[config.mk]
export PLATFORM = sky130hd
export DESIGN_NAME = remote_key_frame_decoder_flat
export DESIGN_NICKNAME = d
export VERILOG_FILES = /design/src/rtl/rkfd_pkg.sv /design/src/rtl/rkfd_if.sv /design/src/rtl/rkfd_cfg_regs.sv /design/src/rtl/rkfd_frame_fsm.sv /design/src/rtl/remote_key_frame_decoder.sv /design/src/flat_wrapper.sv
export SDC_FILE = /design/constraint.sdc
export NUM_CORES = 1
export LEC_CHECK = 0
export BUFFER_PORTS_ARGS = -buffer_cell sky130_fd_sc_hd__buf_4
export CORE_AREA = 2 2 123 125
export DETAILED_ROUTE_END_ITERATION = 10
export DIE_AREA = 0 0 125 127
export PLACE_DENSITY_LB_ADDON = 0.3
export SLEW_MARGIN = 10
export SYNTH_ARGS = -nofsm -noshare
export SYNTH_HDL_FRONTEND = slang
export SYNTH_HIERARCHICAL = 1
export SYNTH_SLANG_ARGS = --single-unit
[constraint.sdc]
create_clock -name clk -period 3.3 [get_ports clk]
set_input_delay 0.66 -clock clk [delete_from_list [all_inputs] [get_ports clk]]
set_output_delay 0.66 -clock clk [all_outputs]
set_load 0.005 [all_outputs]
[src/rtl/rkfd_pkg.sv]
package rkfd_pkg;

    localparam int unsigned BYTE_W      = 8;
    localparam int unsigned KEY_BYTES   = 5;
    localparam int unsigned KEY_W       = KEY_BYTES * BYTE_W;
    localparam int unsigned CFG_INDEX_W = 3;
    localparam int unsigned CFG_DATA_W  = KEY_W;
    localparam int unsigned POS_W       = 3;
    localparam int unsigned EVENT_W     = 3;
    localparam int unsigned ALARM_W     = 5;

    // configuration register indexes
    localparam logic [CFG_INDEX_W-1:0] REG_ID_KEY             = 3'd0;
    localparam logic [CFG_INDEX_W-1:0] REG_FRAME_HEAD         = 3'd1;
    localparam logic [CFG_INDEX_W-1:0] REG_CMD_LEARN          = 3'd2;
    localparam logic [CFG_INDEX_W-1:0] REG_CMD_BATTERY_STOLEN = 3'd3;
    localparam logic [CFG_INDEX_W-1:0] REG_CMD_STOLEN         = 3'd4;
    localparam logic [CFG_INDEX_W-1:0] REG_CMD_RAISED         = 3'd5;
    localparam logic [CFG_INDEX_W-1:0] REG_CMD_FELL           = 3'd6;
    localparam logic [CFG_INDEX_W-1:0] REG_CMD_WIRE_BROKEN    = 3'd7;

    // register reset values
    localparam logic [KEY_W-1:0]  RST_ID_KEY             = '0;
    localparam logic [BYTE_W-1:0] RST_FRAME_HEAD         = 8'd0;
    localparam logic [BYTE_W-1:0] RST_CMD_LEARN          = 8'd1;
    localparam logic [BYTE_W-1:0] RST_CMD_BATTERY_STOLEN = 8'd2;
    localparam logic [BYTE_W-1:0] RST_CMD_STOLEN         = 8'd3;
    localparam logic [BYTE_W-1:0] RST_CMD_RAISED         = 8'd4;
    localparam logic [BYTE_W-1:0] RST_CMD_FELL           = 8'd5;
    localparam logic [BYTE_W-1:0] RST_CMD_WIRE_BROKEN    = 8'd6;

    // alarm bit positions
    localparam int unsigned ALM_STOLEN  = 0;
    localparam int unsigned ALM_RAISED  = 1;
    localparam int unsigned ALM_FELL    = 2;
    localparam int unsigned ALM_WIRE    = 3;
    localparam int unsigned ALM_BATTERY = 4;

    // frame positions
    localparam logic [POS_W-1:0] POS_FIRST   = 3'd0;
    localparam logic [POS_W-1:0] POS_SECOND  = 3'd1;
    localparam logic [POS_W-1:0] POS_LAST_ID = 3'd4;
    localparam logic [POS_W-1:0] POS_CMD     = 3'd5;
    localparam logic [POS_W-1:0] POS_LEARN_END = 3'd6;

    typedef enum logic [EVENT_W-1:0] {
        EV_NONE       = 3'd0,
        EV_BATTERY    = 3'd1,
        EV_STOLEN     = 3'd2,
        EV_RAISED     = 3'd3,
        EV_FELL       = 3'd4,
        EV_WIRE       = 3'd5,
        EV_LEARN_DONE = 3'd6
    } event_t;

    typedef struct packed {
        logic [KEY_W-1:0]  id_key;
        logic [BYTE_W-1:0] frame_head;
        logic [BYTE_W-1:0] cmd_learn;
        logic [BYTE_W-1:0] cmd_battery_stolen;
        logic [BYTE_W-1:0] cmd_stolen;
        logic [BYTE_W-1:0] cmd_raised;
        logic [BYTE_W-1:0] cmd_fell;
        logic [BYTE_W-1:0] cmd_wire_broken;
    } cfg_t;

    typedef struct packed {
        logic              op;
        logic [BYTE_W-1:0] rx_byte;
        logic              learn_mode;
    } item_t;

    typedef struct packed {
        event_t             event_res;
        logic               magnet_toggle;
        logic [ALARM_W-1:0] pending;
    } result_t;

endpackage

[src/rtl/rkfd_if.sv]
interface rkfd_byte_if;
    logic                       valid;
    logic                       ready;
    logic                       op;
    logic [rkfd_pkg::BYTE_W-1:0] rx_byte;
    logic                       learn_mode;

    modport source (output valid, output op, output rx_byte, output learn_mode, input ready);
    modport sink (input valid, input op, input rx_byte, input learn_mode, output ready);
endinterface

interface rkfd_result_if;
    logic                         valid;
    logic                         ready;
    logic [rkfd_pkg::EVENT_W-1:0] event_res;
    logic                         magnet_toggle;
    logic                         pending_stolen;
    logic                         pending_raised;
    logic                         pending_fell;
    logic                         pending_wire;
    logic                         pending_battery;

    modport source (
        output valid, output event_res, output magnet_toggle,
        output pending_stolen, output pending_raised, output pending_fell,
        output pending_wire, output pending_battery,
        input ready
    );
    modport sink (
        input valid, input event_res, input magnet_toggle,
        input pending_stolen, input pending_raised, input pending_fell,
        input pending_wire, input pending_battery,
        output ready
    );
endinterface

[src/rtl/rkfd_cfg_regs.sv]
module rkfd_cfg_regs (
    input  logic                             clk,
    input  logic                             rst_n,
    input  logic                             cfg_wr_en,
    input  logic [rkfd_pkg::CFG_INDEX_W-1:0] cfg_index,
    input  logic [rkfd_pkg::CFG_DATA_W-1:0]  cfg_data,
    output rkfd_pkg::cfg_t                   cfg
);

    rkfd_pkg::cfg_t cfg_reg;
    logic [rkfd_pkg::BYTE_W-1:0] data_byte;

    assign data_byte = cfg_data[rkfd_pkg::BYTE_W-1:0];

    always_ff @(posedge clk or negedge rst_n)
    begin
        if (!rst_n)
        begin
            cfg_reg.id_key             <= rkfd_pkg::RST_ID_KEY;
            cfg_reg.frame_head         <= rkfd_pkg::RST_FRAME_HEAD;
            cfg_reg.cmd_learn          <= rkfd_pkg::RST_CMD_LEARN;
            cfg_reg.cmd_battery_stolen <= rkfd_pkg::RST_CMD_BATTERY_STOLEN;
            cfg_reg.cmd_stolen         <= rkfd_pkg::RST_CMD_STOLEN;
            cfg_reg.cmd_raised         <= rkfd_pkg::RST_CMD_RAISED;
            cfg_reg.cmd_fell           <= rkfd_pkg::RST_CMD_FELL;
            cfg_reg.cmd_wire_broken    <= rkfd_pkg::RST_CMD_WIRE_BROKEN;
        end
        else if (cfg_wr_en)
        begin
            case (cfg_index)
                rkfd_pkg::REG_ID_KEY:             cfg_reg.id_key <= cfg_data[rkfd_pkg::KEY_W-1:0];
                rkfd_pkg::REG_FRAME_HEAD:         cfg_reg.frame_head <= data_byte;
                rkfd_pkg::REG_CMD_LEARN:          cfg_reg.cmd_learn <= data_byte;
                rkfd_pkg::REG_CMD_BATTERY_STOLEN: cfg_reg.cmd_battery_stolen <= data_byte;
                rkfd_pkg::REG_CMD_STOLEN:         cfg_reg.cmd_stolen <= data_byte;
                rkfd_pkg::REG_CMD_RAISED:         cfg_reg.cmd_raised <= data_byte;
                rkfd_pkg::REG_CMD_FELL:           cfg_reg.cmd_fell <= data_byte;
                rkfd_pkg::REG_CMD_WIRE_BROKEN:    cfg_reg.cmd_wire_broken <= data_byte;
                default:                          cfg_reg <= cfg_reg;
            endcase
        end
    end

    assign cfg = cfg_reg;

endmodule

[src/rtl/rkfd_frame_fsm.sv]
module rkfd_frame_fsm (
    input  logic              clk,
    input  logic              rst_n,
    input  logic              step,
    input  rkfd_pkg::item_t   item,
    input  rkfd_pkg::cfg_t    cfg,
    output rkfd_pkg::result_t result
);

    logic [rkfd_pkg::POS_W-1:0]   pos_reg;
    logic [rkfd_pkg::POS_W-1:0]   pos_next;
    logic [rkfd_pkg::ALARM_W-1:0] alarm_reg;
    logic [rkfd_pkg::ALARM_W-1:0] alarm_next;
    logic                         prev_learn_reg;

    logic [rkfd_pkg::POS_W-1:0]   pos_cur;
    logic [rkfd_pkg::BYTE_W-1:0]  key_byte;
    logic [rkfd_pkg::ALARM_W-1:0] alarm_cmd;
    rkfd_pkg::event_t             cmd_event;
    rkfd_pkg::event_t             event_val;
    logic                         magnet;

    // entering learning mode restarts the frame
    assign pos_cur = (item.learn_mode && !prev_learn_reg) ? rkfd_pkg::POS_FIRST : pos_reg;

    always_comb
    begin
        case (pos_cur)
            3'd0:    key_byte = cfg.id_key[39:32];
            3'd1:    key_byte = cfg.id_key[31:24];
            3'd2:    key_byte = cfg.id_key[23:16];
            3'd3:    key_byte = cfg.id_key[15:8];
            3'd4:    key_byte = cfg.id_key[7:0];
            default: key_byte = '0;
        endcase
    end

    // command decode, battery first, then stolen, raised, fell, wire
    always_comb
    begin
        alarm_cmd = alarm_reg;
        cmd_event = rkfd_pkg::EV_NONE;
        if (item.rx_byte == cfg.cmd_battery_stolen)
        begin
            alarm_cmd[rkfd_pkg::ALM_BATTERY] = 1'b1;
            cmd_event = rkfd_pkg::EV_BATTERY;
        end
        else if (item.rx_byte == cfg.cmd_stolen)
        begin
            alarm_cmd[rkfd_pkg::ALM_STOLEN] = 1'b1;
            alarm_cmd[rkfd_pkg::ALM_RAISED] = 1'b0;
            alarm_cmd[rkfd_pkg::ALM_FELL]   = 1'b0;
            cmd_event = rkfd_pkg::EV_STOLEN;
        end
        else if (item.rx_byte == cfg.cmd_raised)
        begin
            alarm_cmd[rkfd_pkg::ALM_STOLEN] = 1'b0;
            alarm_cmd[rkfd_pkg::ALM_RAISED] = 1'b1;
            alarm_cmd[rkfd_pkg::ALM_FELL]   = 1'b0;
            cmd_event = rkfd_pkg::EV_RAISED;
        end
        else if (item.rx_byte == cfg.cmd_fell)
        begin
            alarm_cmd[rkfd_pkg::ALM_STOLEN] = 1'b0;
            alarm_cmd[rkfd_pkg::ALM_RAISED] = 1'b0;
            alarm_cmd[rkfd_pkg::ALM_FELL]   = 1'b1;
            cmd_event = rkfd_pkg::EV_FELL;
        end
        else if (item.rx_byte == cfg.cmd_wire_broken)
        begin
            alarm_cmd[rkfd_pkg::ALM_WIRE] = 1'b1;
            cmd_event = rkfd_pkg::EV_WIRE;
        end
    end

    always_comb
    begin
        pos_next   = pos_cur;
        alarm_next = alarm_reg;
        event_val  = rkfd_pkg::EV_NONE;
        magnet     = 1'b0;
        if (item.op)
        begin
            alarm_next = '0;
        end
        else if (!item.learn_mode)
        begin
            if (pos_cur <= rkfd_pkg::POS_LAST_ID && item.rx_byte == key_byte)
            begin
                pos_next = pos_cur + 3'd1;
                magnet   = (pos_cur == rkfd_pkg::POS_SECOND);
            end
            else if (pos_cur == rkfd_pkg::POS_CMD)
            begin
                pos_next   = rkfd_pkg::POS_FIRST;
                alarm_next = alarm_cmd;
                event_val  = cmd_event;
            end
            else
            begin
                pos_next = rkfd_pkg::POS_FIRST;
            end
        end
        else
        begin
            if (pos_cur == rkfd_pkg::POS_FIRST)
            begin
                pos_next = (item.rx_byte == cfg.frame_head) ? rkfd_pkg::POS_SECOND
                                                            : rkfd_pkg::POS_FIRST;
            end
            else if (pos_cur == rkfd_pkg::POS_SECOND)
            begin
                pos_next = (item.rx_byte == cfg.cmd_learn) ? 3'd2 : rkfd_pkg::POS_FIRST;
            end
            else if (pos_cur <= rkfd_pkg::POS_CMD)
            begin
                pos_next = pos_cur + 3'd1;
            end
            else if (pos_cur == rkfd_pkg::POS_LEARN_END)
            begin
                pos_next  = rkfd_pkg::POS_FIRST;
                event_val = rkfd_pkg::EV_LEARN_DONE;
            end
            else
            begin
                pos_next = rkfd_pkg::POS_FIRST;
            end
        end
    end

    always_ff @(posedge clk or negedge rst_n)
    begin
        if (!rst_n)
        begin
            pos_reg        <= rkfd_pkg::POS_FIRST;
            alarm_reg      <= '0;
            prev_learn_reg <= 1'b0;
        end
        else if (step)
        begin
            pos_reg        <= pos_next;
            alarm_reg      <= alarm_next;
            prev_learn_reg <= item.learn_mode;
        end
    end

    // a service transfer reports the alarms as they were before clearing
    assign result.event_res     = event_val;
    assign result.magnet_toggle = magnet;
    assign result.pending       = item.op ? alarm_reg : alarm_next;

endmodule

[src/rtl/remote_key_frame_decoder.sv]
// remote key frame decoder
// datapath: input register, then combinational decode into the result register
// throughput: one item per cycle unless result_ch.ready stalls the output
// reset: rst_n asynchronous active low; clears frame position, pending alarms,
//        learn mode history and both valid flags, and loads register defaults
module remote_key_frame_decoder (
    input  logic                             clk,
    input  logic                             rst_n,
    input  logic                             cfg_wr_en,
    input  logic [rkfd_pkg::CFG_INDEX_W-1:0] cfg_index,
    input  logic [rkfd_pkg::CFG_DATA_W-1:0]  cfg_data,
    rkfd_byte_if.sink                        byte_ch,
    rkfd_result_if.source                    result_ch
);

    rkfd_pkg::cfg_t    cfg;
    rkfd_pkg::item_t   item_reg;
    logic              item_valid_reg;
    rkfd_pkg::result_t result_val;
    rkfd_pkg::result_t result_reg;
    logic              result_valid_reg;
    logic              advance;
    logic              step;

    assign advance       = !result_valid_reg || result_ch.ready;
    assign step          = item_valid_reg && advance;
    assign byte_ch.ready = !item_valid_reg || advance;

    rkfd_cfg_regs u_cfg_regs (
        .clk       (clk),
        .rst_n     (rst_n),
        .cfg_wr_en (cfg_wr_en),
        .cfg_index (cfg_index),
        .cfg_data  (cfg_data),
        .cfg       (cfg)
    );

    rkfd_frame_fsm u_frame_fsm (
        .clk    (clk),
        .rst_n  (rst_n),
        .step   (step),
        .item   (item_reg),
        .cfg    (cfg),
        .result (result_val)
    );

    always_ff @(posedge clk or negedge rst_n)
    begin
        if (!rst_n)
        begin
            item_valid_reg   <= 1'b0;
            result_valid_reg <= 1'b0;
        end
        else
        begin
            if (byte_ch.ready)
            begin
                item_valid_reg <= byte_ch.valid;
            end
            if (advance)
            begin
                result_valid_reg <= item_valid_reg;
            end
        end
    end

    // payload registers
    always_ff @(posedge clk)
    begin
        if (byte_ch.valid && byte_ch.ready)
        begin
            item_reg.op         <= byte_ch.op;
            item_reg.rx_byte    <= byte_ch.rx_byte;
            item_reg.learn_mode <= byte_ch.learn_mode;
        end
        if (step)
        begin
            result_reg <= result_val;
        end
    end

    assign result_ch.valid           = result_valid_reg;
    assign result_ch.event_res       = result_reg.event_res;
    assign result_ch.magnet_toggle   = result_reg.magnet_toggle;
    assign result_ch.pending_stolen  = result_reg.pending[rkfd_pkg::ALM_STOLEN];
    assign result_ch.pending_raised  = result_reg.pending[rkfd_pkg::ALM_RAISED];
    assign result_ch.pending_fell    = result_reg.pending[rkfd_pkg::ALM_FELL];
    assign result_ch.pending_wire    = result_reg.pending[rkfd_pkg::ALM_WIRE];
    assign result_ch.pending_battery = result_reg.pending[rkfd_pkg::ALM_BATTERY];

endmodule

[src/flat_wrapper.sv]
// flat-port wrapper written by rule: the top's interface ports become plain ports
module remote_key_frame_decoder_flat 
  (clk, rst_n, cfg_wr_en, cfg_index, cfg_data, byte_ch_valid, byte_ch_op, byte_ch_rx_byte, byte_ch_learn_mode, byte_ch_ready, result_ch_valid, result_ch_event_res, result_ch_magnet_toggle, result_ch_pending_stolen, result_ch_pending_raised, result_ch_pending_fell, result_ch_pending_wire, result_ch_pending_battery, result_ch_ready);
  rkfd_byte_if byte_ch_i ();
  rkfd_result_if result_ch_i ();
  input  logic clk;
  input  logic rst_n;
  input  logic cfg_wr_en;
  input  logic [rkfd_pkg::CFG_INDEX_W-1:0] cfg_index;
  input  logic [rkfd_pkg::CFG_DATA_W-1:0] cfg_data;
  input wire logic [$bits(byte_ch_i.valid)-1:0] byte_ch_valid;
  input wire logic [$bits(byte_ch_i.op)-1:0] byte_ch_op;
  input wire logic [$bits(byte_ch_i.rx_byte)-1:0] byte_ch_rx_byte;
  input wire logic [$bits(byte_ch_i.learn_mode)-1:0] byte_ch_learn_mode;
  output wire logic [$bits(byte_ch_i.ready)-1:0] byte_ch_ready;
  output wire logic [$bits(result_ch_i.valid)-1:0] result_ch_valid;
  output wire logic [$bits(result_ch_i.event_res)-1:0] result_ch_event_res;
  output wire logic [$bits(result_ch_i.magnet_toggle)-1:0] result_ch_magnet_toggle;
  output wire logic [$bits(result_ch_i.pending_stolen)-1:0] result_ch_pending_stolen;
  output wire logic [$bits(result_ch_i.pending_raised)-1:0] result_ch_pending_raised;
  output wire logic [$bits(result_ch_i.pending_fell)-1:0] result_ch_pending_fell;
  output wire logic [$bits(result_ch_i.pending_wire)-1:0] result_ch_pending_wire;
  output wire logic [$bits(result_ch_i.pending_battery)-1:0] result_ch_pending_battery;
  input wire logic [$bits(result_ch_i.ready)-1:0] result_ch_ready;
  assign byte_ch_i.valid = byte_ch_valid;
  assign byte_ch_i.op = byte_ch_op;
  assign byte_ch_i.rx_byte = byte_ch_rx_byte;
  assign byte_ch_i.learn_mode = byte_ch_learn_mode;
  assign byte_ch_ready = byte_ch_i.ready;
  assign result_ch_valid = result_ch_i.valid;
  assign result_ch_event_res = result_ch_i.event_res;
  assign result_ch_magnet_toggle = result_ch_i.magnet_toggle;
  assign result_ch_pending_stolen = result_ch_i.pending_stolen;
  assign result_ch_pending_raised = result_ch_i.pending_raised;
  assign result_ch_pending_fell = result_ch_i.pending_fell;
  assign result_ch_pending_wire = result_ch_i.pending_wire;
  assign result_ch_pending_battery = result_ch_i.pending_battery;
  assign result_ch_i.ready = result_ch_ready;
  remote_key_frame_decoder u_core (.clk(clk), .rst_n(rst_n), .cfg_wr_en(cfg_wr_en), .cfg_index(cfg_index), .cfg_data(cfg_data), .byte_ch(byte_ch_i), .result_ch(result_ch_i));
endmodule
==> impl_metrics.ini <==
[run_status]
run_status = completed

[clocking]
path_clk_slew_ns = 0.06
cts_hold_buf = 0
worst_skew_pair.late_latency_ns = 0.42
clock_path_buffers = 2
cts_sinks = 126
cts_buffers = 17
cts_max_level = 4
ctsRootBufferMaster = clkbuf_16
cts_tree = done

[pwr]
p_comb_frac = 0.211
intPower_uw = 3660
leakagePower_uw = 0.00344
power_density_mw_per_mm2 = 627
p_clk_frac = 0.366
p_switching_uw = 1360
swShare = 0.271
p_seq_frac = 0.422
ir_worst_vdd_mv = 0.407

[timing]
post-route-period-util = 0.971
maxSlewHeadroom = 0.545
worst_clock_skew_ns = 0.00899
finalSetupViolations = 0
hold_viol = 0
tightest_slew_ns = 0.683
rsz0062_at_grt = yes
setup_tns_ns = 0
period_needed_ns = 3.20
max_freq_mhz = 312
worst_hold_slack_ns = 0.179
maxSlewViolCount = 0

[die]
core-area_mm2 = 0.0144
io_pins = 69
die_area_mm2 = 0.0159
die_height_um = 127
die_w_um = 125
start_util = 0.444
fp-row-count = 44

[cells_and_area]
final_util = 0.555
seqCellArea_mm2 = 0.00326
syn_to_final_growth_pct = 24.9
multi_input_area_mm2 = 0.00300
final_area_mm2 = 0.00801
drive_above_1_share = 0.428
largest_register_ffs = 96
antenna_cells = 0
fin_nets = 679
fillers = 1209

[logic_synthesis]
synth_cell_types = 65
synth_top_flop_cell = dfrtp_1
yosysTopAreaCellShare = 0.383
syn_nets = 580
ys_warn_count = 6
synthTopCellsByCount = 98 x dfrtp_1, 87 x mux2_2, 41 x xor2_1
netlist_area_mm2 = 0.00641
postSynth.asyncResetShare = 0.849
synth_seq_cells = 126
yosys-top-cells-area = dfrtp_1 38%, mux2_2 15%, edfxtp_1 8.9%
synth_edf_count = 19
synthCells = 517
synth_top_area_cell = dfrtp_1
synth-seq-area-share = 0.509
yosysMostFrequentCell = dfrtp_1
syn_area_per_cell_um2 = 12.4

[critical_path]
cp.required_ns = 3.61
worstSetupEndpointType = register
crit_slowest_cell = a2111o_1
cpMostUsedCell = a222oi_1
critPathMaxFanout = 10
arrival_ns = 3.51
path_cells = nand2b_4 > nand2_4 > inv_2 > ha_4 > a222oi_1 > o22ai_1 > a222oi_1 > a21oi_2 > a2111o_1 > buf_6 > a32o_1 > a31o_1
crit_buf_inv = 2
start_kind = register
cpPeakStageDelay_ns = 0.46
critical_path.top_delay_family = compound AO/OA/AOI/OAI gates
crit_type = reg2reg

[global_route]
grt_pass1_wl_um = 25100
antenna_found_initial = 0
grt_max_degree = 77
grt_usage = 0.204
grt.overflow.total = 0
grt_pass1_vias = 4747

[routing]
route.vias.total = 4488
wl_um = 15800
drt_iter0_drc = 300
drc = 0
post_drt_via_cell_ratio = 5.52
wl_per_cell_um = 19.4
drt-pass1-iter-count = 4
ant_nets = 0

[placed_design]
port_buffers = 68
placed_area_mm2 = 0.00721
finalWeightedCongestion = 0.858
dp_hpwl_um = 11000

[hold_path]
min_path_type = in2async

[job]
max-cap-violations = 0
power groups by stage:
stage                     combinational [µW]  sequential (µW)  clock [µW]
final                                   1060             2120        1840
after global routing                    1160             2160        1950
after CTS                               1010             2120        1880
after detailed placement                 968             2140           0
after global placement                   940             2130           0
after floorplan                          695             2060           0
cells in the final DEF, fill, tap and decap left out, drive strengths merged, types with 4 or more instances in the layout:
master	Yosys	final
buf	22	112
dfrtp	98	98
mux2	97	97
xor2	41	41
nand2	32	32
clkbuf	10	22
edfxtp	19	19
nor4	16	16
xnor2	16	16
inv	14	16
nor2	13	13
a21oi	12	12
dfstp	9	9
a22oi	9	9
nand4	8	8
nand2b	7	7
and2	7	7
nand3	6	6
o21ai	6	6
nor3	5	5
ha	5	5
nand4b	4	4
clkinv	0	4
worst reg2reg max path: stages (launching register included):
cell and delay [ns]:
dfrtp_1 0.38, nand2b_4 0.18, nand2_4 0.11, inv_2 0.07
ha_4 0.20, a222oi_1 0.44, o22ai_1 0.14, a222oi_1 0.44
a21oi_2 0.12, a2111o_1 0.46, buf_6 0.17, a32o_1 0.21
a31o_1 0.18
kinds of logic after synthesis:
| group | count (synthesis) | synth area share |
|---|---|---|
| AO/OA/AOI/OAI | 73 | 0.0865 |
| XOR/XNOR | 57 | 0.0779 |
| adder cells (fa/ha/maj) | 5 | 0.00976 |
| buffers and inverters | 46 | 0.0390 |
| flip-flops | 126 | 0.509 |
| multiplexers | 99 | 0.179 |
| AND/OR/NAND/NOR | 111 | 0.0988 |
metrics by stage:
stage          total power [µW]  cells  setup WS (ns)
2_1_floorplan              2750    517         0.0406
3_3_place_gp               3070    768        -0.0502
3_5_place_dp               3110    768         -0.126
4_1_cts                    5010    805        0.00684
5_1_grt                    5260    813        -0.0370
6_report                   5020    813         0.0957
area by class of cell:
cell class                      count  area share
Sequential cell                   126       0.407
Multi-Input combinational cell    345       0.375
Timing Repair Buffer              112       0.109
Clock buffer                       22      0.0592
Tap cell                          184      0.0288
Clock inverter                     10      0.0139
Inverter                           14     0.00656
path summary, 6_finish.rpt:
check | from | to | slack [ns] | cells after the start
max in group asynchronous | rst_n | u_core/u_cfg_regs/cfg[25] | 2.34 | 2
max reg2reg | u_core/u_frame_fsm/prev_learn_reg | u_core/u_frame_fsm/alarm_reg[2] | 0.1 | 12
min | rst_n | u_core/u_cfg_regs/cfg[68] | 0.18 | 1
max | u_core/u_frame_fsm/prev_learn_reg | u_core/u_frame_fsm/alarm_reg[2] | 0.1 | 12
min reg2reg | u_core/u_frame_fsm/alarm_reg[0] | u_core/u_frame_fsm/alarm_reg[0] | 0.51 | 2
min in group clk | byte_ch_rx_byte[3] | u_core/item_reg[4] | 0.41 | 1
layer usage:
layer,share of wire,up-vias,track usage,wire (µm)
li1,-,2100,-,-
met1,0.44,2244,0.262,6910
met2,0.48,116,0.334,7600
met3,0.055,28,0.0477,867
met4,0.024,0,0.0895,386
met5,0,-,0,0
repair_timing:
item,4_1_cts,5_1_grt
pin swaps,3,12
setup endpoints to repair,17,17
gates resized for setup,5,17
setup buffers,5,8
(Power assumes the default switching activity.)
